$ cat src/hw/rtl/bmw_pkg.sv
package bmw_pkg;

    // default build limits
    localparam int MAX_WIDTH_DEF    = 1024;
    localparam int MAX_HEIGHT_DEF   = 1024;
    localparam int MAX_DISTANCE_DEF = 4;

    // register values after reset
    localparam int WIDTH_RESET    = 500;
    localparam int HEIGHT_RESET   = 500;
    localparam int DISTANCE_RESET = 1;

    // register and field widths
    localparam int CFG_SIZE_W = 11;
    localparam int CFG_DIST_W = 3;
    localparam int CFG_MODE_W = 2;
    localparam int PIX_W      = 8;
    localparam int APB_DATA_W = 32;
    localparam int APB_ADDR_W = 4;

    localparam logic [PIX_W-1:0] PIXEL_WHITE = 8'd255;
    localparam logic [PIX_W-1:0] PIXEL_BLACK = 8'd0;

    // eight neighbors, center excluded
    localparam int NB = 8;

    typedef enum logic [1:0]
    {
        REG_WIDTH,
        REG_HEIGHT,
        REG_DISTANCE,
        REG_MODE
    } reg_idx_t;

    typedef enum logic [CFG_MODE_W-1:0]
    {
        MODE_ERODE,
        MODE_DILATE,
        MODE_BOUNDARY
    } mode_t;

    typedef enum logic
    {
        OP_PIXEL,
        OP_FLUSH
    } op_t;

    // position of a tap relative to the window center
    typedef enum logic [1:0]
    {
        POS_LOW,
        POS_MID,
        POS_HIGH
    } pos_t;

    localparam pos_t NB_ROW [NB] = '{POS_LOW, POS_LOW, POS_LOW, POS_MID,
                                     POS_MID, POS_HIGH, POS_HIGH, POS_HIGH};
    localparam pos_t NB_COL [NB] = '{POS_LOW, POS_MID, POS_HIGH, POS_LOW,
                                     POS_HIGH, POS_LOW, POS_MID, POS_HIGH};

    typedef struct packed
    {
        logic             operation;
        logic [PIX_W-1:0] pixel_value;
    } pixel_item_t;

    typedef struct packed
    {
        logic [PIX_W-1:0] output_pixel;
        logic             end_of_frame;
    } result_item_t;

    typedef struct packed
    {
        logic                  restart;
        logic [CFG_MODE_W-1:0] mode;
    } cfg_ctrl_t;

    // width of a row slot index; the store keeps a power of two of slots covering the live rows
    function automatic int slot_w(input int max_distance);
        return $clog2(3 * max_distance + 1);
    endfunction

    function automatic int lat_w(input int max_width, input int max_distance);
        return $clog2(max_distance * (max_width + 1) + 1);
    endfunction

endpackage

$ cat src/hw/rtl/bmw_out.sv
module bmw_out (
    input  logic                              clk,
    input  logic                              rst_n,
    input  logic                              s1_valid,
    input  logic                              s1_eof,
    input  logic [bmw_pkg::NB-1:0]            nb_bits,
    input  logic [bmw_pkg::CFG_MODE_W-1:0]    mode,
    input  logic                              result_stall,
    output logic                              result_valid,
    output bmw_pkg::result_item_t             result_data,
    output logic                              take
);

    logic                  s2_valid_reg;
    logic                  s2_eof_reg;
    logic                  result_valid_reg;
    bmw_pkg::result_item_t result_data_reg;
    bmw_pkg::result_item_t result_next;
    logic                  out_load;
    logic                  nb_all;
    logic                  nb_any;
    logic                  white;

    assign out_load = !result_valid_reg | !result_stall;
    assign take     = !s2_valid_reg | out_load;

    assign nb_all = &nb_bits;
    assign nb_any = |nb_bits;

    always_comb
    begin
        case (bmw_pkg::mode_t'(mode))
            bmw_pkg::MODE_ERODE:  white = nb_all;
            bmw_pkg::MODE_DILATE: white = nb_any;
            default:              white = nb_any & !nb_all;
        endcase
        result_next.output_pixel = white ? bmw_pkg::PIXEL_WHITE : bmw_pkg::PIXEL_BLACK;
        result_next.end_of_frame = s2_eof_reg;
    end

    always_ff @(posedge clk or negedge rst_n)
    begin
        if (!rst_n)
        begin
            s2_valid_reg     <= 1'b0;
            result_valid_reg <= 1'b0;
        end
        else
        begin
            if (take)
            begin
                s2_valid_reg <= s1_valid;
            end
            if (out_load)
            begin
                result_valid_reg <= s2_valid_reg;
            end
        end
    end

    always_ff @(posedge clk)
    begin
        if (take)
        begin
            s2_eof_reg <= s1_eof;
        end
        if (out_load)
        begin
            result_data_reg <= result_next;
        end
    end

    assign result_valid = result_valid_reg;
    assign result_data  = result_data_reg;

endmodule

$ cat config.mk
export PLATFORM = sky130hd
export DESIGN_NAME = bmw_out
export DESIGN_NICKNAME = d
export VERILOG_FILES = /design/src/hw/rtl/bmw_pkg.sv /design/src/hw/rtl/bmw_out.sv
export SDC_FILE = /design/constraint.sdc
export NUM_CORES = 1
export LEC_CHECK = 0
export ABC_AREA = 1
export BUFFER_PORTS_ARGS = -buffer_cell sky130_fd_sc_hd__buf_2
export CORE_AREA = 2 2 39 41
export DETAILED_ROUTE_END_ITERATION = 8
export DIE_AREA = 0 0 41 43
export PLACE_DENSITY = 0.61
export SKIP_LAST_GASP = 1
export SLEW_MARGIN = 20
export SYNTH_ARGS = -nofsm -noshare
export SYNTH_HDL_FRONTEND = slang
export SYNTH_SLANG_ARGS = --single-unit
$ cat constraint.sdc
create_clock -name clk -period 0.81 [get_ports clk]
set_input_delay 0.162 -clock clk [delete_from_list [all_inputs] [get_ports clk]]
set_output_delay 0.162 -clock clk [all_outputs]
set_load 0.01 [all_outputs]
=== Word-level counts from Yosys, hierarchy flattened ===
Cells that the tools add are included.

* Eq/ne operators: 1
* Multiplexer cells: 2
* Bitwise gates (word level): 3
* Reductions and logical operators: 7

{| class="wikitable"
|+ Operators with widths
! operator !! count
|-
| 2-to-1 mux 8 bit || 1
|-
| AND reduction 8 bit || 1
|-
| OR reduction 8 bit || 1
|-
| zero test 1 bit || 4
|-
| equality test 2 x 1 -> 1 bit (second input constant) || 1
|-
| zero test 2 bit || 1
|-
| OR 1 bit || 2
|-
| case mux 1 bit (2 select lines) || 1
|-
| bitwise AND 1 bit || 1
|}

* Register bits: 12
* Input bits: 15
* Output and inout bits: 11
* Word-level logic and storage cells: 18

=== Depth between registers and ports, before layout ===
* Depth after elaboration: 5
* Depth in mapped cells: 6
* Depth with buffers taken out: 6

=== Worst setup path after synthesis ===
Ideal clock, no wire load.

* Path kind: flip-flop to flip-flop
* Start point: register result_valid_reg (netlist: result_valid)
* End point: register s2_eof_reg, enable pin
* Library setup time: 316 ps
* Arrival: 563 ps
* Required time: 494 ps
* Slack: -70 ps
* Cell stages (with the launch flop): 2
* Path buffers: 0
* Clock period less this slack: 880 ps
* Cell sequence: dfrtp_1 nand3_1

* Cells in the longest elaborated chain, start to end: 3

{| class="wikitable"
|+ Ends and longest elaborated chain
! element !! line !! source
|-
| start: declaration || bmw_out.sv:16 || <nowiki>logic result_valid_reg;</nowiki>
|-
| start signal: assignment || bmw_out.sv:56 || <nowiki>result_valid_reg <= s2_valid_reg;</nowiki>
|-
| zero test 1 bit || bmw_out.sv:24 || <nowiki>assign out_load = !result_valid_reg | !result_stall;</nowiki>
|-
| OR 1 bit || bmw_out.sv:24 ||
|-
| OR 1 bit || bmw_out.sv:25 || <nowiki>assign take = !s2_valid_reg | out_load;</nowiki>
|-
| named net take || bmw_out.sv:11 || <nowiki>output logic take</nowiki>
|-
| end signal: assignment || bmw_out.sv:65 || <nowiki>s2_eof_reg <= s1_eof;</nowiki>
|-
| end: declaration || bmw_out.sv:15 || <nowiki>logic s2_eof_reg;</nowiki>
|}

The timed path passes the listed nets, and every way through them passes these cells.
A chain may end at the register's enable or synchronous reset.

=== Final worst setup path ===
* Start point: register result_valid_reg (netlist: result_valid)
* End point: output take

* Cells in the longest elaborated chain, start to end: 3

{| class="wikitable"
|+ Ends and longest elaborated chain
! element !! line
|-
| zero test 1 bit || bmw_out.sv:24
|-
| OR 1 bit || bmw_out.sv:24
|-
| OR 1 bit || bmw_out.sv:25
|-
| end: declaration || bmw_out.sv:11
|}

No other way between the ends.

==> impl_metrics.env <==
export IMPL_outcome="finished, violations left"
export IMPL_violations="setup timing"
export IMPL_ys_seq_area_share_pct=46.28
export IMPL_dp_hpwl_um=456.2
export IMPL_finalSetupViolCount=14
export IMPL_r2r_cells=2
export IMPL_busiest_layer="met2"
export IMPL_syn_nets=52
export IMPL_irDropWorstVdd_mv=1.055
export IMPL_slew_violations=0
export IMPL_cp_start_kind="flop"
export IMPL_yosysTopAreaCell="edfxtp_1"
export IMPL_synthMuxAreaShare_pct=0
export IMPL_first_iter_violations=4
export IMPL_yosys_area_top_type_share_pct=29.75
export IMPL_r2r_end="result_data[0]"
export IMPL_drcViolationCount=0
export IMPL_post_dp_cell_area_sq_um=407.9
export IMPL_clock_latency_ns=0.24
export IMPL_gp_congestion=0.6417
export IMPL_r2r_slack_ns=-0.10
export IMPL_cp_max_fo=3
export IMPL_fin_ws_ns=-0.2234
export IMPL_rsz0062_at_grt="yes"
export IMPL_crit_slowest_cell="dfrtp_1"
export IMPL_end_kind="primary output"
export IMPL_drive_gt1_share_pct=57.14
export IMPL_ios=26
export IMPL_seqPwrFrac_pct=40.9
export IMPL_max_freq_mhz=967.7
export IMPL_grt_start_max_net_pins=9
export IMPL_p_leak_nw=0.2428
export IMPL_wl_um=585
export IMPL_worst_ep_arrival_time_ns=0.87
export IMPL_area_delta_synth_final_pct=55.79
export IMPL_switching_share_pct=24.67
export IMPL_fillers=160
export IMPL_synth_top_family_by_area="simple AND/OR/NAND/NOR gates"
export IMPL_clock_skew_final_ns=0.005594
export IMPL_nets=79
export IMPL_die_height_um=43
export IMPL_htree_levels=1
export IMPL_grt_pass1_wl_um=1048
export IMPL_grt_use_met1_pct=8.251
export IMPL_fin_area_sq_um=471.7
export IMPL_die_x_um=41
export IMPL_port_buffer_count=25
export IMPL_fin_crit_sh_pct=127.6
export IMPL_worstPathRequired_ns=0.65
export IMPL_largest_register_ffs=2
export IMPL_ys_warn_count=0
export IMPL_initial_utilization_pct=21.88
export IMPL_fin_crit_ns=1.033
export IMPL_num_antenna_cells=0
export IMPL_synthAdderAreaFrac_pct=0
export IMPL_met2_usage_pct=14.06
export IMPL_synthXorXnorAreaFrac_pct=0
export IMPL_synth_area_per_cell_sq_um=8.184
export IMPL_path_class="flop to primary output"
export IMPL_firstDrtPassIters=2
export IMPL_core_area_sq_um=1384
export IMPL_combPwrFrac_pct=20.9
export IMPL_p_int_w=0.0005648
export IMPL_route_vias_total=311
export IMPL_cts_sinks=5
export IMPL_yosys_area_share_simple_pct=31.40
export IMPL_antenna_found_initial=0
export IMPL_die_area_sq_um=1763
export IMPL_grt_pass1_vias=286
export IMPL_slew_headroom_pct=88.61
export IMPL_worst_slew_pin_slew_ns=0.1709
export IMPL_wl_per_cell_um=7.405
export IMPL_fin_total_pwr_w=0.0007498
export IMPL_min_from="s1_eof"
export IMPL_p_sw_w=0.0001850
export IMPL_drv_cap=0
export IMPL_grt_overflow=0
export IMPL_ys_ff_latch=5
export IMPL_cts_made_buffers=3
export IMPL_synth_compound_area_share_pct=2.479
export IMPL_cts_root_buf="clkbuf_4"
export IMPL_synth_cell_types=10
export IMPL_critPathMaxStageDelay_ns=0.39
export IMPL_hold_end="s2_eof_reg"
export IMPL_vias_per_cell=3.937
export IMPL_clk_pin_slew_ns=0.05
export IMPL_rr_startpoint="result_valid"
export IMPL_final_core_util_pct=34.09
export IMPL_syn_inst=37
export IMPL_track_usage_pct=9.008
export IMPL_dp_slack_ns=-0.09585
export IMPL_power_density_nw_per_um2=1590
export IMPL_cts_buffer_depth=2
export IMPL_grt_use_met3_pct=6.806
export IMPL_synth_cell_area_sq_um=302.8
export IMPL_crit_chain="nand3_2 > buf_6"
export IMPL_rows=14
export IMPL_hold_viol_final=0
export IMPL_worstHoldPathCells=1
export IMPL_worst_hold_path_type="input port to flop"
export IMPL_clockPowerShare_pct=38.2
export IMPL_ant_nets=0
export IMPL_cts_tree="built"
export IMPL_ys_top_cells_by_area="edfxtp_1 30%, buf_4 17%, dfrtp_1 17%, nand2_1 12%, nor2_1 7.4%"
## cells by family after synthesis
logic type	Yosys count
and+or+nand+nor	22
AOI/OAI and AO/OA	1
DFF	5
buffers and inverters	9
## power groups by stage
stage                     Clock [W]  Combinational [W]  Sequential, W
after floorplan                   0          0.0000741       0.000316
after global placement            0           0.000130       0.000310
after detailed placement          0           0.000133       0.000311
after CTS                  0.000300           0.000148       0.000307
after global routing       0.000317           0.000178       0.000311
final                      0.000286           0.000157       0.000307
## cell usage after synthesis (all sizes together)
cell,count
nand2,10
nor2,9
buf,7
edfxtp,3
dfrtp,2
inv,2
nand3,2
a21boi,1
and2,1
## per-stage QoR
| stage | hold WS (ns) | TNS, ns | std cells |
|---|---|---|---|
| finish | 0.1003 | -2.445 | 79 |
| global route | 0.08808 | -3.478 | 79 |
| CTS | 0.08974 | -2.470 | 78 |
| detailed placement | -0.04921 | -0.09585 | 72 |
| global placement | -0.04949 | -0.1070 | 72 |
| floorplan | -0.1336 | -0.2381 | 37 |
## layout make-up
cell class | count | area (sq um) | share of cell area, %
clock buffer | 4 | 26.28 | 5.570
sequential | 5 | 140.1 | 29.71
timing repair buffer | 29 | 167.7 | 35.54
multi-input combinational | 23 | 110.1 | 23.34
inverter | 2 | 7.507 | 1.592
tap | 16 | 20.02 | 4.244
## placed cells by master (no fill, tap or decap), drive strengths merged
cell | netlist | layout
buf | 7 | 28
nand2 | 10 | 10
nor2 | 9 | 9
clkbuf | 0 | 4
edfxtp | 3 | 3
inv | 2 | 2
dfrtp | 2 | 2
nand3 | 2 | 2
a21boi | 1 | 1
and2 | 1 | 1
dlygate4sd3 | 0 | 1
## per-layer routing
metal  wire [um]  up-vias  part of all wire (%)
met1         229      132                    39
li1            -      160                     -
met4           0        0                     0
met3          68        0                    12
met2         287       19                    49
met5           0        -                     0
## worst max path at each step
| stage | start | to | slack (ns) | depth (start not counted) |
|---|---|---|---|---|
| CTS | result_data[7] | result_data[7] | -0.23 | 1 |
| global route | result_data[7] | result_data[2] | -0.31 | 1 |
| global placement | mode[1] | result_data[7] | -0.11 | 4 |
| finish | result_valid | take | -0.22 | 2 |
| floorplan | result_data[7] | result_data[2] | -0.03 | 1 |
| detailed placement | mode[1] | result_data[7] | -0.1 | 4 |
## worst max-delay path, delay by kind of cell (launching register included)
kind          cells  cell delay [ns]
buf+inv           1             0.14
simple gates      1             0.11
flops             1             0.39
## what timing repair did
item	4_1_cts	5_1_grt
resized for setup	1	2
hold buffers	1	0
hold endpoints to repair	2	0
cloned	0	0
setup endpoints to repair	13	15
buffers inserted	1	1
pin swaps	1	1
Note: power is estimated with default switching activity, not from simulation.
