<file path="src/hw/rtl/bmw_pkg.sv">
package bmw_pkg;

    // default build limits
    localparam int MAX_WIDTH_DEF    = 1024;
    localparam int MAX_HEIGHT_DEF   = 1024;
    localparam int MAX_DISTANCE_DEF = 4;

    // register values after reset
    localparam int WIDTH_RESET    = 500;
    localparam int HEIGHT_RESET   = 500;
    localparam int DISTANCE_RESET = 1;

    // register and field widths
    localparam int CFG_SIZE_W = 11;
    localparam int CFG_DIST_W = 3;
    localparam int CFG_MODE_W = 2;
    localparam int PIX_W      = 8;
    localparam int APB_DATA_W = 32;
    localparam int APB_ADDR_W = 4;

    localparam logic [PIX_W-1:0] PIXEL_WHITE = 8'd255;
    localparam logic [PIX_W-1:0] PIXEL_BLACK = 8'd0;

    // eight neighbors, center excluded
    localparam int NB = 8;

    typedef enum logic [1:0]
    {
        REG_WIDTH,
        REG_HEIGHT,
        REG_DISTANCE,
        REG_MODE
    } reg_idx_t;

    typedef enum logic [CFG_MODE_W-1:0]
    {
        MODE_ERODE,
        MODE_DILATE,
        MODE_BOUNDARY
    } mode_t;

    typedef enum logic
    {
        OP_PIXEL,
        OP_FLUSH
    } op_t;

    // position of a tap relative to the window center
    typedef enum logic [1:0]
    {
        POS_LOW,
        POS_MID,
        POS_HIGH
    } pos_t;

    localparam pos_t NB_ROW [NB] = '{POS_LOW, POS_LOW, POS_LOW, POS_MID,
                                     POS_MID, POS_HIGH, POS_HIGH, POS_HIGH};
    localparam pos_t NB_COL [NB] = '{POS_LOW, POS_MID, POS_HIGH, POS_LOW,
                                     POS_HIGH, POS_LOW, POS_MID, POS_HIGH};

    typedef struct packed
    {
        logic             operation;
        logic [PIX_W-1:0] pixel_value;
    } pixel_item_t;

    typedef struct packed
    {
        logic [PIX_W-1:0] output_pixel;
        logic             end_of_frame;
    } result_item_t;

    typedef struct packed
    {
        logic                  restart;
        logic [CFG_MODE_W-1:0] mode;
    } cfg_ctrl_t;

    // width of a row slot index; the store keeps a power of two of slots covering the live rows
    function automatic int slot_w(input int max_distance);
        return $clog2(3 * max_distance + 1);
    endfunction

    function automatic int lat_w(input int max_width, input int max_distance);
        return $clog2(max_distance * (max_width + 1) + 1);
    endfunction

endpackage

</file>
<file path="src/hw/rtl/bmw_scan.sv">
module bmw_scan #(
    parameter int MAX_WIDTH    = bmw_pkg::MAX_WIDTH_DEF,
    parameter int MAX_HEIGHT   = bmw_pkg::MAX_HEIGHT_DEF,
    parameter int MAX_DISTANCE = bmw_pkg::MAX_DISTANCE_DEF,
    localparam int CW = $clog2(MAX_WIDTH),
    localparam int RW = $clog2(MAX_HEIGHT),
    localparam int DW = $clog2(MAX_DISTANCE + 1),
    localparam int LW = bmw_pkg::lat_w(MAX_WIDTH, MAX_DISTANCE),
    localparam int SB = bmw_pkg::slot_w(MAX_DISTANCE),
    localparam int AW = SB + CW
) (
    input  logic                             clk,
    input  logic                             rst_n,
    input  logic                             pixel_valid,
    input  bmw_pkg::pixel_item_t             pixel_data,
    output logic                             pixel_stall,
    input  logic                             take,
    input  logic [CW-1:0]                    wm1,
    input  logic [RW-1:0]                    hm1,
    input  logic [DW-1:0]                    distance,
    input  logic [LW-1:0]                    lat,
    input  logic                             restart,
    output logic                             wr_en,
    output logic [AW-1:0]                    wr_addr,
    output logic                             wr_bit,
    output logic                             s1_valid,
    output logic                             s1_eof,
    output logic [bmw_pkg::NB-1:0][AW-1:0]   rd_addr
);

    localparam int QW   = $clog2(MAX_WIDTH * MAX_HEIGHT);
    localparam int CMPW = (QW > LW) ? QW : LW;
    localparam int XC   = ((CW > DW) ? CW : DW) + 1;
    localparam int XR   = ((RW > DW) ? RW : DW) + 1;
    localparam int RXW  = (RW > SB) ? RW : SB;

    logic [CW-1:0] ic_reg, ic_next;
    logic [RW-1:0] ir_reg, ir_next;
    logic [CW-1:0] oc_reg, oc_next;
    logic [RW-1:0] or_reg, or_next;
    logic [QW-1:0] q_reg, q_next;
    logic          fid_reg, fid_next;
    logic          s1_valid_reg;
    logic          s1_eof_reg;
    logic [bmw_pkg::NB-1:0][AW-1:0] rd_addr_reg, addr_next;

    logic          s1_load;
    logic          accept;
    logic          is_pix;
    logic          emit;
    logic          last_in;
    logic          last_out;
    logic [XC-1:0] oc_x, dc_x, wm1_x, csum;
    logic [XR-1:0] or_x, dr_x, hm1_x, rsum;
    logic [CW-1:0] col_l, col_h;
    logic [RW-1:0] row_l, row_h;

    function automatic logic [SB-1:0] slot_of(input logic [RW-1:0] r);
        logic [RXW-1:0] e;
        e = RXW'(r);
        return e[SB-1:0];
    endfunction

    // pipeline handshake
    assign s1_load     = !s1_valid_reg | take;
    assign pixel_stall = !s1_load;
    assign accept      = pixel_valid & s1_load;

    assign is_pix   = (pixel_data.operation == bmw_pkg::OP_PIXEL) && !fid_reg;
    assign last_in  = (ic_reg == wm1) && (ir_reg == hm1);
    assign last_out = (oc_reg == wm1) && (or_reg == hm1);
    assign emit     = is_pix ? (CMPW'(q_reg) >= CMPW'(lat)) : fid_reg;

    // store write of the incoming pixel
    assign wr_en   = accept & is_pix;
    assign wr_addr = {slot_of(ir_reg), ic_reg};
    assign wr_bit  = (pixel_data.pixel_value == bmw_pkg::PIXEL_WHITE);

    // position counters
    always_comb
    begin
        ic_next  = ic_reg;
        ir_next  = ir_reg;
        oc_next  = oc_reg;
        or_next  = or_reg;
        q_next   = q_reg;
        fid_next = fid_reg;
        if (restart)
        begin
            ic_next  = '0;
            ir_next  = '0;
            oc_next  = '0;
            or_next  = '0;
            q_next   = '0;
            fid_next = 1'b0;
        end
        else if (accept)
        begin
            if (is_pix)
            begin
                if (last_in)
                begin
                    ic_next  = '0;
                    ir_next  = '0;
                    q_next   = '0;
                    fid_next = 1'b1;
                end
                else if (ic_reg == wm1)
                begin
                    ic_next = '0;
                    ir_next = ir_reg + 1'b1;
                    q_next  = q_reg + 1'b1;
                end
                else
                begin
                    ic_next = ic_reg + 1'b1;
                    q_next  = q_reg + 1'b1;
                end
            end
            if (emit)
            begin
                if (last_out)
                begin
                    oc_next  = '0;
                    or_next  = '0;
                    fid_next = 1'b0;
                end
                else if (oc_reg == wm1)
                begin
                    oc_next = '0;
                    or_next = or_reg + 1'b1;
                end
                else
                begin
                    oc_next = oc_reg + 1'b1;
                end
            end
        end
    end

    // neighbor coordinates clamped to the frame
    always_comb
    begin
        oc_x  = XC'(oc_reg);
        dc_x  = XC'(distance);
        wm1_x = XC'(wm1);
        csum  = oc_x + dc_x;
        col_l = (oc_x >= dc_x) ? CW'(oc_x - dc_x) : '0;
        col_h = (csum > wm1_x) ? wm1 : CW'(csum);

        or_x  = XR'(or_reg);
        dr_x  = XR'(distance);
        hm1_x = XR'(hm1);
        rsum  = or_x + dr_x;
        row_l = (or_x >= dr_x) ? RW'(or_x - dr_x) : '0;
        row_h = (rsum > hm1_x) ? hm1 : RW'(rsum);
    end

    always_comb
    begin
        logic [RW-1:0] r;
        logic [CW-1:0] c;
        for (int k = 0; k < bmw_pkg::NB; k++)
        begin
            case (bmw_pkg::NB_ROW[k])
                bmw_pkg::POS_LOW:  r = row_l;
                bmw_pkg::POS_MID:  r = or_reg;
                default:           r = row_h;
            endcase
            case (bmw_pkg::NB_COL[k])
                bmw_pkg::POS_LOW:  c = col_l;
                bmw_pkg::POS_MID:  c = oc_reg;
                default:           c = col_h;
            endcase
            addr_next[k] = {slot_of(r), c};
        end
    end

    always_ff @(posedge clk or negedge rst_n)
    begin
        if (!rst_n)
        begin
            ic_reg       <= '0;
            ir_reg       <= '0;
            oc_reg       <= '0;
            or_reg       <= '0;
            q_reg        <= '0;
            fid_reg      <= 1'b0;
            s1_valid_reg <= 1'b0;
        end
        else
        begin
            ic_reg  <= ic_next;
            ir_reg  <= ir_next;
            oc_reg  <= oc_next;
            or_reg  <= or_next;
            q_reg   <= q_next;
            fid_reg <= fid_next;
            if (s1_load)
            begin
                s1_valid_reg <= accept & emit;
            end
        end
    end

    always_ff @(posedge clk)
    begin
        if (s1_load)
        begin
            s1_eof_reg  <= last_out;
            rd_addr_reg <= addr_next;
        end
    end

    assign s1_valid = s1_valid_reg;
    assign s1_eof   = s1_eof_reg;
    assign rd_addr  = rd_addr_reg;

endmodule

</file>
<file path="config.mk">
export PLATFORM = sky130hd
export DESIGN_NAME = bmw_scan
export DESIGN_NICKNAME = d
export VERILOG_FILES = /design/src/hw/rtl/bmw_pkg.sv /design/src/hw/rtl/bmw_scan.sv
export SDC_FILE = /design/constraint.sdc
export NUM_CORES = 1
export LEC_CHECK = 0
export BUFFER_PORTS_ARGS = -buffer_cell sky130_fd_sc_hd__buf_2
export CAP_MARGIN = 0
export CORE_MARGIN = 10
export CORE_UTILIZATION = 46
export DETAILED_ROUTE_END_ITERATION = 12
export MAX_ROUTING_LAYER = met4
export PLACE_DENSITY = 0.7
export SYNTH_ARGS = -nofsm -noshare
export SYNTH_HDL_FRONTEND = slang
export SYNTH_SLANG_ARGS = --single-unit
</file>
<file path="constraint.sdc">
create_clock -name clk -period 4.4 [get_ports clk]
set_input_delay 0.66 -clock clk [delete_from_list [all_inputs] [get_ports clk]]
set_output_delay 0.66 -clock clk [all_outputs]
set_load 0.02 [all_outputs]
</file>
* Word level (Yosys, flattened, before mapping) *
Index checks and enable logic that the tools add are counted.

operators by class
  equality and inequality tests = 5
  $lt $le $gt $ge = 5
  bitwise operators = 5
  muxes and demuxes = 35
  $add $sub $neg = 9
  reduce and logical (&&, ||, !) cells = 15

operator list
  cell                                                              count
  10-bit 2-to-1 mux                                                 22
  20-bit 2-to-1 mux                                                 4
  10-bit by 1-bit adder with 10-bit output (second input constant)  4
  10-bit == test                                                    4
  10-bit by 3-bit adder with 11-bit output                          2
  11-bit by 10-bit greater-than comparator with 1-bit output        2
  20-bit by 1-bit adder with 20-bit output (second input constant)  1
  10-bit by 3-bit greater-or-equal comparator with 1-bit output     2
  20-bit by 13-bit greater-or-equal comparator with 1-bit output    1
  10-bit by 3-bit subtractor with 10-bit output                     1
  8-bit == test (second input constant)                             1
  4-bit 2-to-1 mux                                                  2
  1-bit 2-to-1 mux                                                  7
  3-bit AND reduction                                               2
  2-bit nonzero test                                                3
  3-bit nonzero test                                                2
  2-bit AND reduction                                               2
  4-bit by 3-bit subtractor with 4-bit output                       1
  1-bit AND                                                         3
  1-bit logical AND                                                 3
  1-bit logical NOT                                                 3
  1-bit inverter                                                    1
  1-bit bitwise OR                                                  1

word-level totals
  logic and storage cells = 90
  register bits after elaboration = 175
  bits of input ports = 50
  output and inout port bits = 131

* Longest topological paths before layout *
  depth in word-level cells = 8
  mapped depth = 15
  depth with buffers taken out = 14

* Least setup slack after synthesis *
No wires, ideal clock.

  path type = input to register
  from = in distance[0]
  to = reg rd_addr_reg, in the netlist rd_addr[30] (data pin)
  stages = 14
  setup slack = 0.795 ns
  setup time = 0.260 ns
  arrival = 3.345 ns
  cells stage by stage = ha_1 > inv_1 > fa_1 > o21bai_1 > nor2b_1 > nand2_1 > xnor2_1 > ha_1 > a21o_1 > a21oi_1 > nor2b_1 > nand2_1 > o21ai_2 > mux2_2

between the ends
  word-level cells in the longest chain between the ends = 3

RTL lines
  element                                                     RTL line         source
  start: declaration                                          bmw_scan.sv:20   input logic [DW-1:0] distance,
  10-bit by 3-bit adder with 11-bit output *                  bmw_scan.sv:147  csum = oc_x + dc_x;
  11-bit by 10-bit greater-than comparator with 1-bit output  bmw_scan.sv:149  col_h = (csum > wm1_x) ? wm1 : CW'(csum);
  10-bit 2-to-1 mux *                                         bmw_scan.sv:149
  net col_h[2]                                                bmw_scan.sv:55   logic [CW-1:0] col_l, col_h;
  end signal: assignment                                      bmw_scan.sv:211  rd_addr_reg <= addr_next;
  end: declaration                                            bmw_scan.sv:45   logic [bmw_pkg::NB-1:0][AW-1:0] rd_addr_reg, addr_next;

Mark *: on every way through the listed nets, which the timed path passes. The rest lies on a longest branch.
A chain may end at the register's enable or synchronous reset.

* Worst setup path in the final report *
  from = reg oc_reg[0]
  to = reg rd_addr_reg, in the netlist rd_addr[33] (data pin)

between the ends
  word-level cells in the longest chain between the ends = 3

RTL lines
  element                                                     RTL line         source
  start: declaration                                          bmw_scan.sv:39   logic [CW-1:0] oc_reg, oc_next;
  start signal: assignment                                    bmw_scan.sv:195  oc_reg <= oc_next;
  10-bit by 3-bit adder with 11-bit output *                  bmw_scan.sv:147
  11-bit by 10-bit greater-than comparator with 1-bit output  bmw_scan.sv:149
  10-bit 2-to-1 mux *                                         bmw_scan.sv:149
  net col_h[5]                                                bmw_scan.sv:55

Marks and branches as above.

==> results.ini <==
[grt]
grt_max_degree=46
grt_pass1_wl_microns=32300
antenna_found_initial=1
grt_remaining_overflow=0
track_usage_pct=18.11
grt_pass1_vias=6272

[sta]
worst_clock_skew_ns=0.009172
rsz0062_at_grt=false
setup_viol=0
slew_headroom_pct=29.71
slew_viol_final=0
setup_ws_ns=0.5201
fin_crit_sh_pct=88.18
final.setup.tns_ns=0
min_period_ns=3.880
worst_pin_slew_ns=1.048
finalHoldViolations=0
fmax_ghz=0.2577

[critical_path]
cp_num_cells=15
critPathCaptureType=flop
reg2reg_depth=15
critPathLaunch=oc_reg[0]
crit_family=adder cells
crit_buf_inv=2
crit_chain=ha_1 -> inv_1 -> fa_1 -> o21bai_1 -> nor2b_1 -> nand2_1 -> xnor2_1 -> ha_1 -> a21o_1 -> a21oi_1 -> nor2b_1 -> nand2_1 -> o21ai_2 -> buf_4 -> mux2_2
r2r_slack_ns=0.52
r2r-start=oc_reg[0]
cp-start-kind=flop
cpPeakStageDelay_ns=0.47
slowest_stage=dfrtp_1
r2r_end=rd_addr[33]
critPathMaxFanout=6
cp.required_ns=4.51
crit_type=reg -> reg
cp.arrival_ns=3.99
cp-endpoint=rd_addr[33]

[clock_network]
clkLatencyLatePin_ns=0.37
cts_setup_buffers=0
cts_sinks=105
clk_pin_slew_ns=0.08
clock_path_buffers=2
cts_resized=0
cts_tree=done
ctsHoldBuffers=0
cts_buffers=9
clock-root-buffer=clkbuf_16
htreeDepth=3

[layout]
final_cells=1176
multi_input_area_sq_um=4029
regArea_sq_um=2843
nets=1054
fillCellCount=1529
largest_register_ffs=42
areaGrowthSynthToFinish_pct=11.57
drive_gt1_share_pct=25.03

[drt]
vias=6337
drt-initial-drc-count=391
wirelength_microns=19820
post-route-drc-count=0
final_antenna_net_count=0
wire_per_inst_microns=16.85
drtPass1Iterations=4
via_per_inst=5.389

[synth]
yosys_warnings=0
synth_top_area_share_pct=19.87
syn_area_sq_um=7810
ys_ff_latch=105
synth.area.top_cells=dfrtp_1, edfxtp_1, ha_1
syn_area_per_cell_sq_um=9.145
synth_cell_types=63
synth_nets=958
async_flop_share_pct=59.05
synth.most_common_cell=buf_4
synth_edf_count=43
synth_commonest_cells=buf_4, nor2_1, dfrtp_1, inv_1, nand2_1
synthCells=854
synth-seq-area-share_pct=36.40
yosysTopAreaCell=dfrtp_1
synth_ff_type=dfrtp_1

[power]
leakagePower_nw=4.210
seqPwrFrac_pct=40.2
p_per_area_nw_per_um2=356.7
peakVddDrop_v=0.0002350
p_sw_share_pct=36.44
clockPowerShare_pct=29.1
p_comb_share_pct=30.7
design_power_total_mw=3.108
p_int_mw=1.976
p_sw_mw=1.133

[floorplan]
ios=181
start_util_pct=46.93
die_w_microns=150.3
die_area_sq_um=22590
die_y_microns=150.3
core_area_sq_um=16640
row_count=47

[run_status]
status=completed

[placement]
dp_cells=1159
post-dp-hpwl_microns=15110
gp_congestion=0.8866
pre_cts_slack_ns=0.2146
port_buffers=180

[hold_path]
hp-class=in -> async

[run]
maxCapViolations=0

==> worst min path at each step <==
stage,startpoint,end,slack [ns],cells after the start
3_5_place_dp,q_reg[12],q_reg[12],0.52,1
3_3_place_gp,q_reg[12],q_reg[12],0.52,1
4_1_cts,rst_n,ir_reg[3],0.47,1
2_1_floorplan,rst_n,fid_reg,0.36,0
6_report,rst_n,ir_reg[5],0.44,1
5_1_grt,rst_n,ir_reg[5],0.52,1
==> routing by layer <==
metal / part of all wire [%] / track usage (%) / vias up
met4: 1.6 / 5.102 / 0
li1: - / - / 3126
met5: 0 / - / -
met1: 42 / 21.65 / 2982
met3: 7.0 / 4.112 / 22
met2: 49 / 30.05 / 207
==> placed cells by master (no fill, tap or decap), types with 10 or more instances in the layout <==
cell      instances
nor3_1           19
dfrtp_1          62
nand4_1          38
edfxtp_1         43
nor2b_1          11
nand2_1          60
buf_2           180
a21oi_1          29
ha_1             50
nand3_1          55
mux2_2           10
xnor2_1          49
o211ai_1         11
and3_1           15
o21ai_0          17
buf_4            13
xor2_1           34
nor2_1           67
inv_1            62
==> power groups by stage <==
stage / Clock, mW / Combinational [mW] / Sequential [mW]
finish: 0.904 / 0.955 / 1.25
global route: 0.959 / 1.04 / 1.27
CTS: 0.922 / 0.971 / 1.25
detailed placement: 0 / 0.966 / 1.27
global placement: 0 / 0.958 / 1.27
floorplan: 0 / 0.722 / 1.35
==> cell families after synthesis <==
| kind of cell | share of synthesized area, % |
|---|---|
| muxes | 2.339 |
| DFF | 36.40 |
| adders and majority gates | 9.036 |
| and+or+nand+nor | 20.84 |
| xor gates and xnor gates | 9.308 |
| AOI/OAI and AO/OA | 10.03 |
| buffers and inverters | 12.05 |
==> metrics by stage <==
| stage | utilization, % | instance area, sq um | hold slack [ns] |
|---|---|---|---|
| after floorplan | - | 7810 | 0.3644 |
| after global placement | 50.36 | 8382 | 0.5197 |
| after detailed placement | 50.36 | 8382 | 0.5209 |
| after CTS | 52.34 | 8711 | 0.4714 |
| after global routing | 52.36 | 8713 | 0.5187 |
| final | 52.36 | 8713 | 0.4373 |
==> worst register-to-register path: cells and delay by family, from the launching register on <==
| kind | cells | cell delay (ns) |
|---|---|---|
| buffers and inverters | 2 | 0.25 |
| and+or+nand+nor | 4 | 0.62 |
| adders and majority gates | 3 | 0.91 |
| DFF | 1 | 0.47 |
| AOI/OAI and AO/OA | 4 | 0.82 |
| muxes | 1 | 0.34 |
| xor gates and xnor gates | 1 | 0.22 |
==> cell type report <==
class	instances	share of cell area (%)
multi-input combinational	578	46.24
sequential	105	32.62
timing repair buffer	193	11.46
tap	220	3.159
inverter	63	2.714
clock buffer	9	2.585
clock inverter	7	1.192
antenna	1	0.02872
Power figures use the tool's default switching activity.
