--- config.mk ---
export PLATFORM = sky130hd
export DESIGN_NAME = bmw_cfg
export DESIGN_NICKNAME = d
export VERILOG_FILES = /design/src/hw/rtl/bmw_pkg.sv /design/src/hw/rtl/bmw_cfg.sv
export SDC_FILE = /design/constraint.sdc
export NUM_CORES = 1
export LEC_CHECK = 0
export BUFFER_PORTS_ARGS = -buffer_cell sky130_fd_sc_hd__buf_2
export CORE_ASPECT_RATIO = 0.8
export CORE_MARGIN = 2
export CORE_UTILIZATION = 50
export CTS_CLUSTER_SIZE = 25
export DETAILED_ROUTE_END_ITERATION = 10
export PLACE_DENSITY_LB_ADDON = 0.08
export SETUP_SLACK_MARGIN = 0.02
export SYNTH_ARGS = -nofsm -noshare
export SYNTH_HDL_FRONTEND = slang
export SYNTH_SLANG_ARGS = --single-unit
--- constraint.sdc ---
create_clock -name clk -period 6.95 [get_ports clk]
set_input_delay 2.085 -clock clk [delete_from_list [all_inputs] [get_ports clk]]
set_output_delay 2.085 -clock clk [all_outputs]
set_load 0.005 [all_outputs]
--- src/hw/rtl/bmw_pkg.sv ---
package bmw_pkg;

    // default build limits
    localparam int MAX_WIDTH_DEF    = 1024;
    localparam int MAX_HEIGHT_DEF   = 1024;
    localparam int MAX_DISTANCE_DEF = 4;

    // register values after reset
    localparam int WIDTH_RESET    = 500;
    localparam int HEIGHT_RESET   = 500;
    localparam int DISTANCE_RESET = 1;

    // register and field widths
    localparam int CFG_SIZE_W = 11;
    localparam int CFG_DIST_W = 3;
    localparam int CFG_MODE_W = 2;
    localparam int PIX_W      = 8;
    localparam int APB_DATA_W = 32;
    localparam int APB_ADDR_W = 4;

    localparam logic [PIX_W-1:0] PIXEL_WHITE = 8'd255;
    localparam logic [PIX_W-1:0] PIXEL_BLACK = 8'd0;

    // eight neighbors, center excluded
    localparam int NB = 8;

    typedef enum logic [1:0]
    {
        REG_WIDTH,
        REG_HEIGHT,
        REG_DISTANCE,
        REG_MODE
    } reg_idx_t;

    typedef enum logic [CFG_MODE_W-1:0]
    {
        MODE_ERODE,
        MODE_DILATE,
        MODE_BOUNDARY
    } mode_t;

    typedef enum logic
    {
        OP_PIXEL,
        OP_FLUSH
    } op_t;

    // position of a tap relative to the window center
    typedef enum logic [1:0]
    {
        POS_LOW,
        POS_MID,
        POS_HIGH
    } pos_t;

    localparam pos_t NB_ROW [NB] = '{POS_LOW, POS_LOW, POS_LOW, POS_MID,
                                     POS_MID, POS_HIGH, POS_HIGH, POS_HIGH};
    localparam pos_t NB_COL [NB] = '{POS_LOW, POS_MID, POS_HIGH, POS_LOW,
                                     POS_HIGH, POS_LOW, POS_MID, POS_HIGH};

    typedef struct packed
    {
        logic             operation;
        logic [PIX_W-1:0] pixel_value;
    } pixel_item_t;

    typedef struct packed
    {
        logic [PIX_W-1:0] output_pixel;
        logic             end_of_frame;
    } result_item_t;

    typedef struct packed
    {
        logic                  restart;
        logic [CFG_MODE_W-1:0] mode;
    } cfg_ctrl_t;

    // width of a row slot index; the store keeps a power of two of slots covering the live rows
    function automatic int slot_w(input int max_distance);
        return $clog2(3 * max_distance + 1);
    endfunction

    function automatic int lat_w(input int max_width, input int max_distance);
        return $clog2(max_distance * (max_width + 1) + 1);
    endfunction

endpackage

--- src/hw/rtl/bmw_cfg.sv ---
module bmw_cfg #(
    parameter int MAX_WIDTH    = bmw_pkg::MAX_WIDTH_DEF,
    parameter int MAX_HEIGHT   = bmw_pkg::MAX_HEIGHT_DEF,
    parameter int MAX_DISTANCE = bmw_pkg::MAX_DISTANCE_DEF,
    localparam int CW = $clog2(MAX_WIDTH),
    localparam int RW = $clog2(MAX_HEIGHT),
    localparam int DW = $clog2(MAX_DISTANCE + 1),
    localparam int LW = bmw_pkg::lat_w(MAX_WIDTH, MAX_DISTANCE)
) (
    input  logic                            clk,
    input  logic                            rst_n,
    input  logic                            psel,
    input  logic                            penable,
    input  logic                            pwrite,
    input  logic [bmw_pkg::APB_ADDR_W-1:0]  paddr,
    input  logic [bmw_pkg::APB_DATA_W-1:0]  pwdata,
    output logic [bmw_pkg::APB_DATA_W-1:0]  prdata,
    output logic [CW-1:0]                   wm1,
    output logic [RW-1:0]                   hm1,
    output logic [DW-1:0]                   distance,
    output logic [LW-1:0]                   lat,
    output bmw_pkg::cfg_ctrl_t              ctrl
);

    localparam int WW = CW + 1;
    localparam int PW = DW + WW;
    localparam int W_RST = (bmw_pkg::WIDTH_RESET > MAX_WIDTH) ?
                           MAX_WIDTH : bmw_pkg::WIDTH_RESET;
    localparam int H_RST = (bmw_pkg::HEIGHT_RESET > MAX_HEIGHT) ?
                           MAX_HEIGHT : bmw_pkg::HEIGHT_RESET;
    localparam int D_RST = (bmw_pkg::DISTANCE_RESET > MAX_DISTANCE) ?
                           MAX_DISTANCE : bmw_pkg::DISTANCE_RESET;
    localparam logic [CW-1:0] WM1_RST = CW'(W_RST - 1);
    localparam logic [RW-1:0] HM1_RST = RW'(H_RST - 1);
    localparam logic [DW-1:0] DIST_RST = DW'(D_RST);
    localparam logic [LW-1:0] LAT_RST = LW'(D_RST * (W_RST + 1));

    logic [bmw_pkg::CFG_SIZE_W-1:0] width_raw_reg, width_raw_next;
    logic [bmw_pkg::CFG_SIZE_W-1:0] height_raw_reg, height_raw_next;
    logic [bmw_pkg::CFG_DIST_W-1:0] dist_raw_reg, dist_raw_next;
    logic [bmw_pkg::CFG_MODE_W-1:0] mode_reg, mode_next;
    logic [CW-1:0]                  wm1_reg, wm1_next;
    logic [RW-1:0]                  hm1_reg, hm1_next;
    logic [DW-1:0]                  dist_reg, dist_next;
    logic [LW-1:0]                  lat_reg, lat_next;
    logic [WW-1:0]                  w_plus;
    logic [PW-1:0]                  lat_prod;
    logic                           wr;
    logic                           restart;
    bmw_pkg::reg_idx_t              idx;

    // size register saturated to 1 .. limit, returned minus one
    function automatic int size_m1(input logic [bmw_pkg::CFG_SIZE_W-1:0] v,
                                   input int limit);
        int r;
        if (v == '0)
        begin
            r = 0;
        end
        else if (int'(v) > limit)
        begin
            r = limit - 1;
        end
        else
        begin
            r = int'(v) - 1;
        end
        return r;
    endfunction

    assign wr  = psel & penable & pwrite;
    assign idx = bmw_pkg::reg_idx_t'(paddr[3:2]);

    always_comb
    begin
        width_raw_next  = width_raw_reg;
        height_raw_next = height_raw_reg;
        dist_raw_next   = dist_raw_reg;
        mode_next       = mode_reg;
        wm1_next        = wm1_reg;
        hm1_next        = hm1_reg;
        dist_next       = dist_reg;
        restart         = 1'b0;
        if (wr)
        begin
            unique case (idx)
                bmw_pkg::REG_WIDTH:
                begin
                    width_raw_next = pwdata[bmw_pkg::CFG_SIZE_W-1:0];
                    wm1_next = CW'(size_m1(pwdata[bmw_pkg::CFG_SIZE_W-1:0], MAX_WIDTH));
                    restart  = 1'b1;
                end
                bmw_pkg::REG_HEIGHT:
                begin
                    height_raw_next = pwdata[bmw_pkg::CFG_SIZE_W-1:0];
                    hm1_next = RW'(size_m1(pwdata[bmw_pkg::CFG_SIZE_W-1:0], MAX_HEIGHT));
                    restart  = 1'b1;
                end
                bmw_pkg::REG_DISTANCE:
                begin
                    dist_raw_next = pwdata[bmw_pkg::CFG_DIST_W-1:0];
                    if (int'(pwdata[bmw_pkg::CFG_DIST_W-1:0]) > MAX_DISTANCE)
                    begin
                        dist_next = DW'(MAX_DISTANCE);
                    end
                    else
                    begin
                        dist_next = DW'(pwdata[bmw_pkg::CFG_DIST_W-1:0]);
                    end
                    restart = 1'b1;
                end
                bmw_pkg::REG_MODE:
                begin
                    mode_next = pwdata[bmw_pkg::CFG_MODE_W-1:0];
                end
            endcase
        end
        // latency d*w + d tracks the new geometry at the write edge
        w_plus   = WW'(wm1_next) + WW'(2);
        lat_prod = PW'(dist_next) * PW'(w_plus);
        lat_next = LW'(lat_prod);
    end

    always_comb
    begin
        unique case (idx)
            bmw_pkg::REG_WIDTH:    prdata = bmw_pkg::APB_DATA_W'(width_raw_reg);
            bmw_pkg::REG_HEIGHT:   prdata = bmw_pkg::APB_DATA_W'(height_raw_reg);
            bmw_pkg::REG_DISTANCE: prdata = bmw_pkg::APB_DATA_W'(dist_raw_reg);
            bmw_pkg::REG_MODE:     prdata = bmw_pkg::APB_DATA_W'(mode_reg);
        endcase
    end

    always_ff @(posedge clk or negedge rst_n)
    begin
        if (!rst_n)
        begin
            width_raw_reg  <= bmw_pkg::CFG_SIZE_W'(bmw_pkg::WIDTH_RESET);
            height_raw_reg <= bmw_pkg::CFG_SIZE_W'(bmw_pkg::HEIGHT_RESET);
            dist_raw_reg   <= bmw_pkg::CFG_DIST_W'(bmw_pkg::DISTANCE_RESET);
            mode_reg       <= bmw_pkg::MODE_ERODE;
            wm1_reg        <= WM1_RST;
            hm1_reg        <= HM1_RST;
            dist_reg       <= DIST_RST;
            lat_reg        <= LAT_RST;
        end
        else
        begin
            width_raw_reg  <= width_raw_next;
            height_raw_reg <= height_raw_next;
            dist_raw_reg   <= dist_raw_next;
            mode_reg       <= mode_next;
            wm1_reg        <= wm1_next;
            hm1_reg        <= hm1_next;
            dist_reg       <= dist_next;
            lat_reg        <= lat_next;
        end
    end

    assign wm1          = wm1_reg;
    assign hm1          = hm1_reg;
    assign distance     = dist_reg;
    assign lat          = lat_reg;
    assign ctrl.restart = restart;
    assign ctrl.mode    = mode_reg;

endmodule

* Word-level counts from Yosys, hierarchy flattened
Cells that the tools add are included.
** Word-level totals
- Register bits :: 63
- Input bits :: 41
- Output and inout port bits :: 71
- Logic and storage cells :: 35
** Cells by class
- Add/subtract/negate cells :: 2
- Multipliers :: 1
- $lt $le $gt $ge :: 2
- Eq/ne operators :: 3
- Muxes and demuxes :: 10
- Bitwise logic cells :: 2
- Reductions and logical operators :: 7
** Operators by type and width (count)
- one-hot mux 32 bit (4 select lines) :: 1
- two-way mux 10 bit :: 4
- multiplier 3 x 11 -> 13 bit :: 1
- adder 10 x 2 -> 11 bit, second input constant :: 1
- > comparator 11 bit, second input constant :: 1
- logical NOT 11 bit :: 1
- subtractor 10 x 1 -> 10 bit, second input constant :: 1
- two-way mux 3 bit :: 3
- AND reduction 2 bit :: 4
- equality test 2 bit, second input constant :: 2
- > comparator 3 bit, second input constant :: 1
- OR reduction 3 bit :: 1
- bitwise AND 1 bit :: 2
- equality test 2 x 1 -> 1 bit, second input constant :: 1
- logical NOT 2 bit :: 1
- two-way mux 1 bit :: 2

* Depth between registers and ports, before layout
Gate-level depths: netlist of the first run.
- Depth in word-level cells :: 7
- Depth in mapped cells :: 21
- Mapped depth without buffers :: 21

* Least setup slack after synthesis of the first run
Ideal clock, no wire load.
- Path kind :: input port to flip-flop
- From :: input port pwdata[0] in the netlist's numbering
- To :: register lat_reg[11], in the netlist lat[11]
- Setup time :: 80 ps
- Arrival time :: 6302 ps
- Required time :: 6870 ps
- Path slack :: 568 ps
- Cell stages on the path :: 20
- Buffers on the path :: 0
- Cells stage by stage :: inv_1 > ha_1 > or4b_4 > nor3_2 > maj3_1 > o21ai_1 > ha_1 > xnor2_1 > nand2_1 > fa_1 > inv_1 > ha_1 > a21o_1 > a21oi_1 > o21bai_1 > a21oi_1 > o21ai_0 > a21o_1 > a21oi_1 > xnor2_1
** On the way
- Word-level cells in the longest chain between the ends :: 7
- Elaborated cells between the ends (all ways) :: 13
- Classes of those cells :: add/sub: 2; mul: 1; order compare: 2; mux: 7; reduce/logical: 1
** Ends and longest elaborated chain
- start, declared :: line bmw_cfg.sv:16 : input logic [bmw_pkg::APB_DATA_W-1:0] pwdata,
- subtractor 10 x 1 -> 10 bit or > comparator 11 bit (tied branches) :: line bmw_cfg.sv:66, bmw_cfg.sv:60
- two-way mux 10 bit :: line bmw_cfg.sv:60 : else if (int'(v) > limit)
- two-way mux 10 bit *
- two-way mux 10 bit * :: line bmw_cfg.sv:86 : unique case (idx)
- two-way mux 10 bit * :: line bmw_cfg.sv:84 : if (wr)
- net wm1_next[1] :: line bmw_cfg.sv:42 : logic [CW-1:0] wm1_reg, wm1_next;
- adder 10 x 2 -> 11 bit * :: line bmw_cfg.sv:119 : w_plus = WW'(wm1_next) + WW'(2);
- multiplier 3 x 11 -> 13 bit * :: line bmw_cfg.sv:120 : lat_prod = PW'(dist_next) * PW'(w_plus);
- net lat_prod[11] :: line bmw_cfg.sv:47 : logic [PW-1:0] lat_prod;
- end signal, assigned :: line bmw_cfg.sv:156 : lat_reg <= lat_next;
- end, declared :: line bmw_cfg.sv:45 : logic [LW-1:0] lat_reg, lat_next;
The timed path passes the listed nets; every way through them passes the cells marked *.
A chain may end at the register's enable or synchronous reset.

* Worst setup path in the final report of the first run
- From :: input port pwdata[1] in the netlist's numbering
- To :: register lat_reg[11], in the netlist lat[11]
Same word-level chain as after synthesis.

==> results of run 1 <==
[worst min-delay path: cells and delay by family (launching register included)]
family	cells	cell delay (ns)
simple gates	2	0.09
flops	1	0.37
[timing repair]
action                                 CTS  global route
resized for setup                        0             1
setup endpoints to repair                0             1
endpoints found under the hold margin    0             0
[power breakdown]
part | leakage [nW] | switching, mW | total, mW | internal, mW
Sequential | 0.721 | 0.0419 | 0.538 | 0.496
Clock | 0.103 | 0.145 | 0.320 | 0.175
Combinational | 1.41 | 0.210 | 0.390 | 0.180
Total | 2.24 | 0.397 | 1.25 | 0.851
[path summary, 6_finish.rpt]
| kind | slack, ns | endpoint | start | cells after the start |
|---|---|---|---|---|
| max in group asynchronous | 4.54 | wm1[2] | rst_n | 2 |
| hold / removal | 0.46 | width_raw_reg[2] | width_raw_reg[2] | 2 |
| setup / recovery | 0.52 | lat[11] | pwdata[1] | 21 |
| hold reg to reg | 0.46 | width_raw_reg[2] | width_raw_reg[2] | 2 |
| setup reg to reg | 3.32 | lat[11] | wm1[1] | 16 |
| min in group asynchronous | 1.92 | height_raw_reg[9] | rst_n | 2 |
[layout by cell type (no fill, tap or decap), types with 2 or more instances in the layout]
cell type and instances:
sky130_fd_sc_hd__a21o_1 2, sky130_fd_sc_hd__a21oi_1 11, sky130_fd_sc_hd__and2_1 2, sky130_fd_sc_hd__buf_2 67, sky130_fd_sc_hd__buf_4 10, sky130_fd_sc_hd__clkbuf_8 10, sky130_fd_sc_hd__clkinv_2 2, sky130_fd_sc_hd__clkinv_4 2
sky130_fd_sc_hd__conb_1 21, sky130_fd_sc_hd__dfrtp_1 28, sky130_fd_sc_hd__dfstp_2 35, sky130_fd_sc_hd__fa_1 10, sky130_fd_sc_hd__ha_1 14, sky130_fd_sc_hd__inv_1 26, sky130_fd_sc_hd__mux2_2 16, sky130_fd_sc_hd__mux2i_1 10
sky130_fd_sc_hd__mux4_2 2, sky130_fd_sc_hd__nand2_1 74, sky130_fd_sc_hd__nand3_1 5, sky130_fd_sc_hd__nand4_1 4, sky130_fd_sc_hd__nor2_1 21, sky130_fd_sc_hd__nor2b_1 6, sky130_fd_sc_hd__nor3_1 6, sky130_fd_sc_hd__o21a_1 3
sky130_fd_sc_hd__o21ai_0 21, sky130_fd_sc_hd__o21ai_1 2, sky130_fd_sc_hd__o21bai_1 2, sky130_fd_sc_hd__o31ai_1 5, sky130_fd_sc_hd__o41ai_1 2, sky130_fd_sc_hd__or3_1 3, sky130_fd_sc_hd__xnor2_1 13, sky130_fd_sc_hd__xor2_1 5
[cell families (layout without fill, tap and decap cells)]
logic type	after synthesis	after routing	synth area share, %
fa+ha+maj	25	25	9.89
xor+xnor	19	19	4.46
simple gates	136	136	16.3
other cells	1	21	0.0962
mux	29	29	8.73
compound gates	58	58	9.99
buf+inv	68	120	8.93
flops	63	63	41.6
[per-stage QoR]
stage                     power (mW)  hold slack (ns)  worst slack [ns]
after floorplan                0.801            0.439             0.568
after global placement         0.926            0.446             0.103
after detailed placement       0.937            0.450            0.0725
after CTS                       1.27            0.461             0.436
after global routing            1.35            0.494            0.0701
final                           1.25            0.459             0.515
[routing by layer]
layer,track usage [%],vias to the layer above
met5,0,-
met4,5.21,0
met3,5.64,8
met2,29.8,94
met1,28.8,1397
li1,-,1435
[area by class of cell]
cell class,count,area [um2]
sequential,63,1620
clock buffer,11,141
fill,687,2990
multi-input combinational,288,2010
timing repair buffer,77,410
clock inverter,5,57.6
tap,105,131
inverter,27,101
==> impl_summary.md, run 1 <==
Routing
The average wire per standard cell is 13.9 um. The pre-antenna-repair detailed-routing pass consisted of 4 iterations. The wire length on met1 is 3900 um. The residual DRC count is 0. The first routing iteration left 120 violations. The detailed route wirelength on metal2 is 3530 um. The uppermost layer routed is met4. The total number of vias is 2,934.

In the routed layout, each cell is associated on average with a via count of 5.09. Once detail routing completed, the nets flagged for antenna violations numbered 0. The met3 routed wirelength is 494 um. Summed over all layers, the routed wires come to 7990 um.

Cells and area
The repair_antennas step left the layout with diodes totalling 0. The number of flip-flops in the largest register is 13. The cell area after layout is 4470 um2.

The utilization after layout is 59.9%. The finished layout holds 576 standard cells, fillers aside. The net count of the finished layout is 531. Relative to the synthesized area, the layout overhead comes to 14.8%. Of the cells placed in the final design, the portion with a size suffix greater than 1 is 33.3%.

Timing
The portion of the clock cycle consumed by the worst path in the final layout is 92.6%. The maximum clock rate is 0.155 GHz. Setup repair after global routing left no endpoint under its margin. The final critical-path required period is 6.43 ns. The largest clock skew in the final design is 0.00429 ns. Measured against its own limit, the worst slew margin works out to 26.9%.

The total of endpoints with negative setup slack in the final report is 0. The number of pins exceeding their max-slew limit in the final report is 0. The setup TNS is 0 ns. The transition at the pin with the smallest max-transition slack is 1.09 ns. The hold violation total from the final report is 0.

Placement
The total placed instance area is 4270 um2. The total half-perimeter wirelength after legalization and detailed placement is 5820 um. The congestion estimate from routability-driven global placement came to 0.812. The number of buffers added on ports is 67. The post-placement cell count is 560.

CTS
The hold buffer count at CTS is 0. The post-CTS setup-driven buffer insertion count is 0. The longest clock path from root to sink contains 2 buffers. The CTS tree is done.

After clock tree synthesis, the clock-pin slew on the worst setup and hold paths is 0.07 ns. CTS placed an instance of sky130_fd_sc_hd__clkbuf_8 at the clock tree root. The clock net in this run drives a total of 63 sinks. Clock tree synthesis inserted a total of 9 buffers. The clock reaches the later pin of the worst-skew pair after 0.34 ns. The CTS H-tree depth is 3.

Worst setup path
The worst path buffer plus inverter count is 3. The worst setup path is captured at a register. For this run, the slowest stage of the critical path takes 0.56 ns. The critical path data required time is 7.22 ns.

The critical path is of the primary input to register type. Grouping stages by cell kind, the critical path spends the most delay in adder cells. Walking the worst path, the cells encountered are buf_2, inv_1, ha_1, or4b_4, nor3_4, maj3_1, o21ai_1, ha_1, xnor2_1, nand2_1, fa_1, inv_1, ha_1, a21o_1, a21oi_1, o21bai_1, a21oi_1, o21ai_0, a21o_1, a21oi_1, xnor2_1. The largest individual stage delay along the critical path comes from the cell sky130_fd_sc_hd__fa_1.

The startpoint type of the worst setup path is a primary input. The endpoint arrival time on the critical path is 6.70 ns. Of all nets on the critical path, the largest fanout is 5.

Global route
The global-route wire length before repair is 13,300 um. The total overflow left after global routing is 0. The via count of the first global-routing pass is 2,744. The total routing resource utilization after global routing is 20.0%. The number of antenna violations at the first check in global routing is 0. Entering global routing, the biggest net connects 64 pins.

Synth
For this run, the number of Yosys warnings is 0. The cell area that synthesis handed to floorplanning was 3900 um2. The number of cells produced by synthesis is 399.

Sorting the synthesized cells by how often they occur yields 74 x sky130_fd_sc_hd__nand2_1, 35 x sky130_fd_sc_hd__dfstp_2, 28 x sky130_fd_sc_hd__dfrtp_1. The library cell occupying the most area in the post-synthesis netlist is sky130_fd_sc_hd__dfstp_2. The share of the Yosys chip area taken by registers is 41.6%. The proportion of synthesized flip-flops having asynchronous set or reset is 100%. The number of synthesized flops with an enable pin is 0. The mean instance size in the synthesized netlist is 9.77 um2. The flop and latch count out of synthesis is 63. By area the synthesized netlist is led by sky130_fd_sc_hd__dfstp_2 24%, sky130_fd_sc_hd__dfrtp_1 18%, sky130_fd_sc_hd__nand2_1 7.1%. The most used flip-flop cell after synthesis is sky130_fd_sc_hd__dfstp_2. The distinct cell type count of the synthesized netlist is 61. The leading cell type by number of instances after synthesis is sky130_fd_sc_hd__nand2_1. In this run the biggest area consumer among cell types represents 23.6% of the synthesized area.

Power and ir drop
The leakage power summed over all cells is 2.24 nW. For this design the ratio of total power to cell area is 279 nW/um2. The worst vdd rail ir drop is 0.113 mV.

Floorplanning
The region available for standard cell placement spans 7460 um2. The number of rows created at floorplan is 28. The die extent in x is 103 um.

The floorplan step defined a die boundary enclosing 8520 um2. 112 I/O pins were placed. The die is 83.0 um tall. Once the floorplan was initialized, standard cells occupied 52.2% of the core.

Status
The flow ran to the end, and the final reports show no timing, DRC or antenna violations.

Hold path
The worst min-delay path class is register to register.

Job
The number of max-cap violations is 0.
(Power assumes the default switching activity.)
==> inputs of run 2 (changes only) <==
ABC_AREA = 1   (was default)
CORE_UTILIZATION = 25   (was 50)
PLACE_DENSITY = 0.4   (was default)
PLACE_DENSITY_LB_ADDON = default   (was 0.08)
==> run 2 against run 1 <==
Net effect: design area grew 12%; final cell count grew 41%; synthesized cell count grew 29%; core utilization shrank 30 points; global-route usage shrank 7.1 points; largest power group unchanged; via count grew 17%; area after synthesis grew 7.6%; largest cell class unchanged.
==> impl_summary.md, run 2 <==
Status
The flow ran to the end, and the final reports show no timing, DRC or antenna violations.

Worst setup path
The worst flop-to-flop path startpoint is wm1[1]. The origin of the worst setup path is pwdata[0]. The slowest cell on the critical path is sky130_fd_sc_hd__fa_1. The flop-to-flop setup slack is 3.38 ns. The endpoint identified for the worst register-to-register timing path is lat[11].

Data on the critical path is required at its endpoint by 7.16 ns. In this design, the stage delay of the slowest critical-path cell is 0.50 ns. Measured in cells, the most critical reg-to-reg path has a length of 19. The critical path capture point type is a register. STA classifies the critical path startpoint as a primary input. The critical path class is primary input to register.

The most critical setup path has its endpoint at lat[11]. Of all nets on the critical path, the largest fanout is 9. The endpoint arrival time on the critical path is 6.29 ns.

Synth
The cell area that synthesis handed to floorplanning was 4190 um2. The largest total area in the synthesized netlist belongs to sky130_fd_sc_hd__dfstp_2. The proportion of synthesized flip-flops having asynchronous set or reset is 100%. Ranked by instance count, the synthesized netlist is headed by 139 x sky130_fd_sc_hd__nand2_1, 66 x sky130_fd_sc_hd__inv_1, 43 x sky130_fd_sc_hd__o21ai_0. The count of synthesis-stage warnings from yosys is 0.

The area fraction of the dominant cell type after synthesis is 21.9%. The distinct cell type count of the synthesized netlist is 42. The number of synthesized flops with an enable pin is 0.

sky130_fd_sc_hd__nand2_1 is the most common cell in the netlist. The mean instance size in the synthesized netlist is 8.13 um2. The most common flop cell mapped by yosys is sky130_fd_sc_hd__dfstp_2. Summing the sequential cell areas from Yosys gives 38.6% of the chip area. Yosys attributes the largest share of cell area to sky130_fd_sc_hd__dfstp_2 22%, sky130_fd_sc_hd__dfrtp_1 17%, sky130_fd_sc_hd__nand2_1 12%. The number of cells produced by synthesis is 516.

The flop and latch count out of synthesis is 63.

Routing
The residual DRC count is 0. Summed over all nets, wire length on met2 after detailed routing comes to 4440 um. The routed design has 10,600 um of wire. Dividing the detail-routed via count by the number of cells gives 4.21.

For this block, wires on met1 add up to 5390 um. Signal routing reaches up to met4. The met3 routed wirelength is 626 um. The total iterations of the first detailed-routing run is 4. The average wire per standard cell is 13.1 um. Detailed routing inserted a total of 3,420 vias.

The number of DRC markers in iteration 0 is 150. In this run the remaining antenna-violating nets after routing total 0.

Cells and area
The total number of nets in the final design is 652. Cells with a size suffix above 1 make up 29.9% of the layout. The leading cell type in the layout, fill and taps excluded is sky130_fd_sc_hd__nand2_1.

The number of antenna diodes is 0. The register with the most flip-flops in the layout has 13 of them. After filler insertion, the fill cell instance count of the layout stands at 1,828. The area growth from synthesis to layout is 19.2%. Once layout is complete, the cells apart from fillers number 812. The library cells used most frequently in the layout, excluding fill and tap cells, are 139 x sky130_fd_sc_hd__nand2_1, 67 x sky130_fd_sc_hd__buf_2, 66 x sky130_fd_sc_hd__inv_1, 43 x sky130_fd_sc_hd__o21ai_0, 35 x sky130_fd_sc_hd__dfstp_2.

Floorplanning
The die extent in x is 149 um. The I/O pin count is 112. The floorplan step defined a die boundary enclosing 17,800 um2. The area of the core region is 16,500 um2. The number of rows created at floorplan is 42.

The vertical die dimension is 120 um. The initial core utilization is 25.4%.

Global route
Global routing consumed, over all layers together, 12.9% of the routing resources. The via count of the first global-routing pass is 3,372. Summed over all layers, the global routing overflow is 0.

The global-route wire length before repair is 17,700 um. The maximum number of pins on one net before global-route repair is 64. The number of antenna violations at the first check in global routing came to 0.

Timing
The setup TNS is 0 ns. For the final database, setup skew stands at 0.00284 ns. The transition at the pin with the smallest max-transition slack is 0.824 ns. The portion of the clock cycle consumed by the worst path in the final layout is 87.5%. The hold violation total from the final report is 0. Setup repair after global routing left no endpoint under its margin. The total of endpoints with negative setup slack in the final report is 0. The maximum clock rate is 0.164 GHz. The worst-case headroom to the max-slew limit is 45.1%. Once routing completed, OpenROAD measured the worst setup slack at 0.870 ns. The number of pins exceeding their max-slew limit in the final report came to 0.

The final critical-path required period is 6.08 ns.

Placement
The congestion estimate from routability-driven global placement came to 0.784. The number of placed instances, taps included, is 796. The count of buffers added on input and output ports is 67. The total half-perimeter wirelength after legalization and detailed placement is 8230 um. OpenSTA, run right after detailed placement, puts the worst setup slack at 0.534 ns.

Hold path
The worst min-delay path class is register to register.

Power and ir drop
For this design the ratio of total power to cell area is 281 nW/um2. Across the VDD grid, the largest voltage drop is 0.112 mV. In this run the static leakage power is 2.55 nW.

CTS
The hold buffer count at CTS is 0. The number of buffers created by CTS is 9. The maximum count of clock buffers along a single path is 2. The CTS clock-pin slew for the worst setup and hold paths is 0.05 ns. The post-CTS setup-driven buffer insertion count is 0. The clock tree root buffer cell is sky130_fd_sc_hd__clkbuf_16. For the worst-skew pair, the clock arrives at the later sink with an insertion delay of 0.33 ns. The number of sinks driven by the clock tree is 63. In this run the number of H-tree levels came out at 3. The count of instances resized after the clock tree is built is 0. The CTS tree is done.

Job
The number of max-cap violations is 0.
[run 2: cell types whose count changed after synthesis, moves of 7 or more]
cell and change:
sky130_fd_sc_hd__nand2_1 +65, sky130_fd_sc_hd__inv_1 +40, sky130_fd_sc_hd__nand3_1 +23, sky130_fd_sc_hd__o21ai_0 +22
sky130_fd_sc_hd__mux2_2 -16, sky130_fd_sc_hd__nand2_2 +13, sky130_fd_sc_hd__mux2i_1 -10, sky130_fd_sc_hd__clkbuf_1 -9
sky130_fd_sc_hd__inv_2 +9, sky130_fd_sc_hd__nor2_2 +9, sky130_fd_sc_hd__nand3_2 +8, sky130_fd_sc_hd__xnor2_1 -7
[run 2: per-stage QoR]
step / hold WS, ns / cell area [um2] / power (mW) / util (%)
final: 0.458 / 5000 / 1.41 / 30.3
after global routing: 0.475 / 5000 / 1.52 / 30.3
after CTS: 0.461 / 5000 / 1.44 / 30.3
after detailed placement: 0.454 / 4710 / 0.983 / 28.5
after global placement: 0.454 / 4710 / 0.974 / 28.5
after floorplan: 0.444 / 4270 / 0.824 / -
[run 2: how the worst min path moves through the flow]
stage	startpoint	end	depth (start not counted)
after floorplan	width_raw_reg[4]	width_raw_reg[4]	2
after CTS	width_raw_reg[4]	width_raw_reg[4]	2
after global placement	width_raw_reg[4]	width_raw_reg[4]	2
after detailed placement	width_raw_reg[4]	width_raw_reg[4]	2
after global routing	hm1[6]	hm1[6]	2
final	width_raw_reg[4]	width_raw_reg[4]	2
[run 2: cells by family (layout without fill, tap and decap cells)]
family                   after synthesis  in the layout  share of synthesized area, %
AND/OR/NAND/NOR                      240            240                          28.5
other                                  1             21                        0.0894
adder cells (fa/ha/maj)               24             24                          8.95
XOR/XNOR                              13             13                          2.89
buffers and inverters                109            165                          11.9
flip-flops                            63             63                          38.6
AO/OA/AOI/OAI                         66             66                          8.98
[run 2: power breakdown]
group	internal [mW]	leakage, nW	total [mW]	switching (mW)
Combinational	0.168	1.69	0.426	0.258
Clock	0.281	0.143	0.440	0.159
Sequential	0.496	0.716	0.540	0.0440
Total	0.945	2.55	1.41	0.462
[run 2: metal layers]
| layer | vias up | track usage, % |
|---|---|---|
| met2 | 82 | 18.9 |
| li1 | 1723 | - |
| met3 | 10 | 3.42 |
| met5 | - | 0 |
| met1 | 1605 | 18.2 |
| met4 | 0 | 4.82 |
[run 2: layout make-up]
type                    count  area (um2)  share of cell area, %
multi-input cells         364        2150                   43.0
repair buffers             72         373                   7.46
flip-flops and latches     63        1620                   32.4
clock buffers              16         292                   5.83
well taps                 220         275                   5.51
inverters                  77         292                   5.83
[run 2: critical path, delay by kind of cell]
kind | cells | cell delay, ns
XOR/XNOR | 1 | 0.15
buffers and inverters | 6 | 0.60
AO/OA/AOI/OAI | 7 | 1.08
AND/OR/NAND/NOR | 9 | 0.99
adder cells (fa/ha/maj) | 4 | 1.39
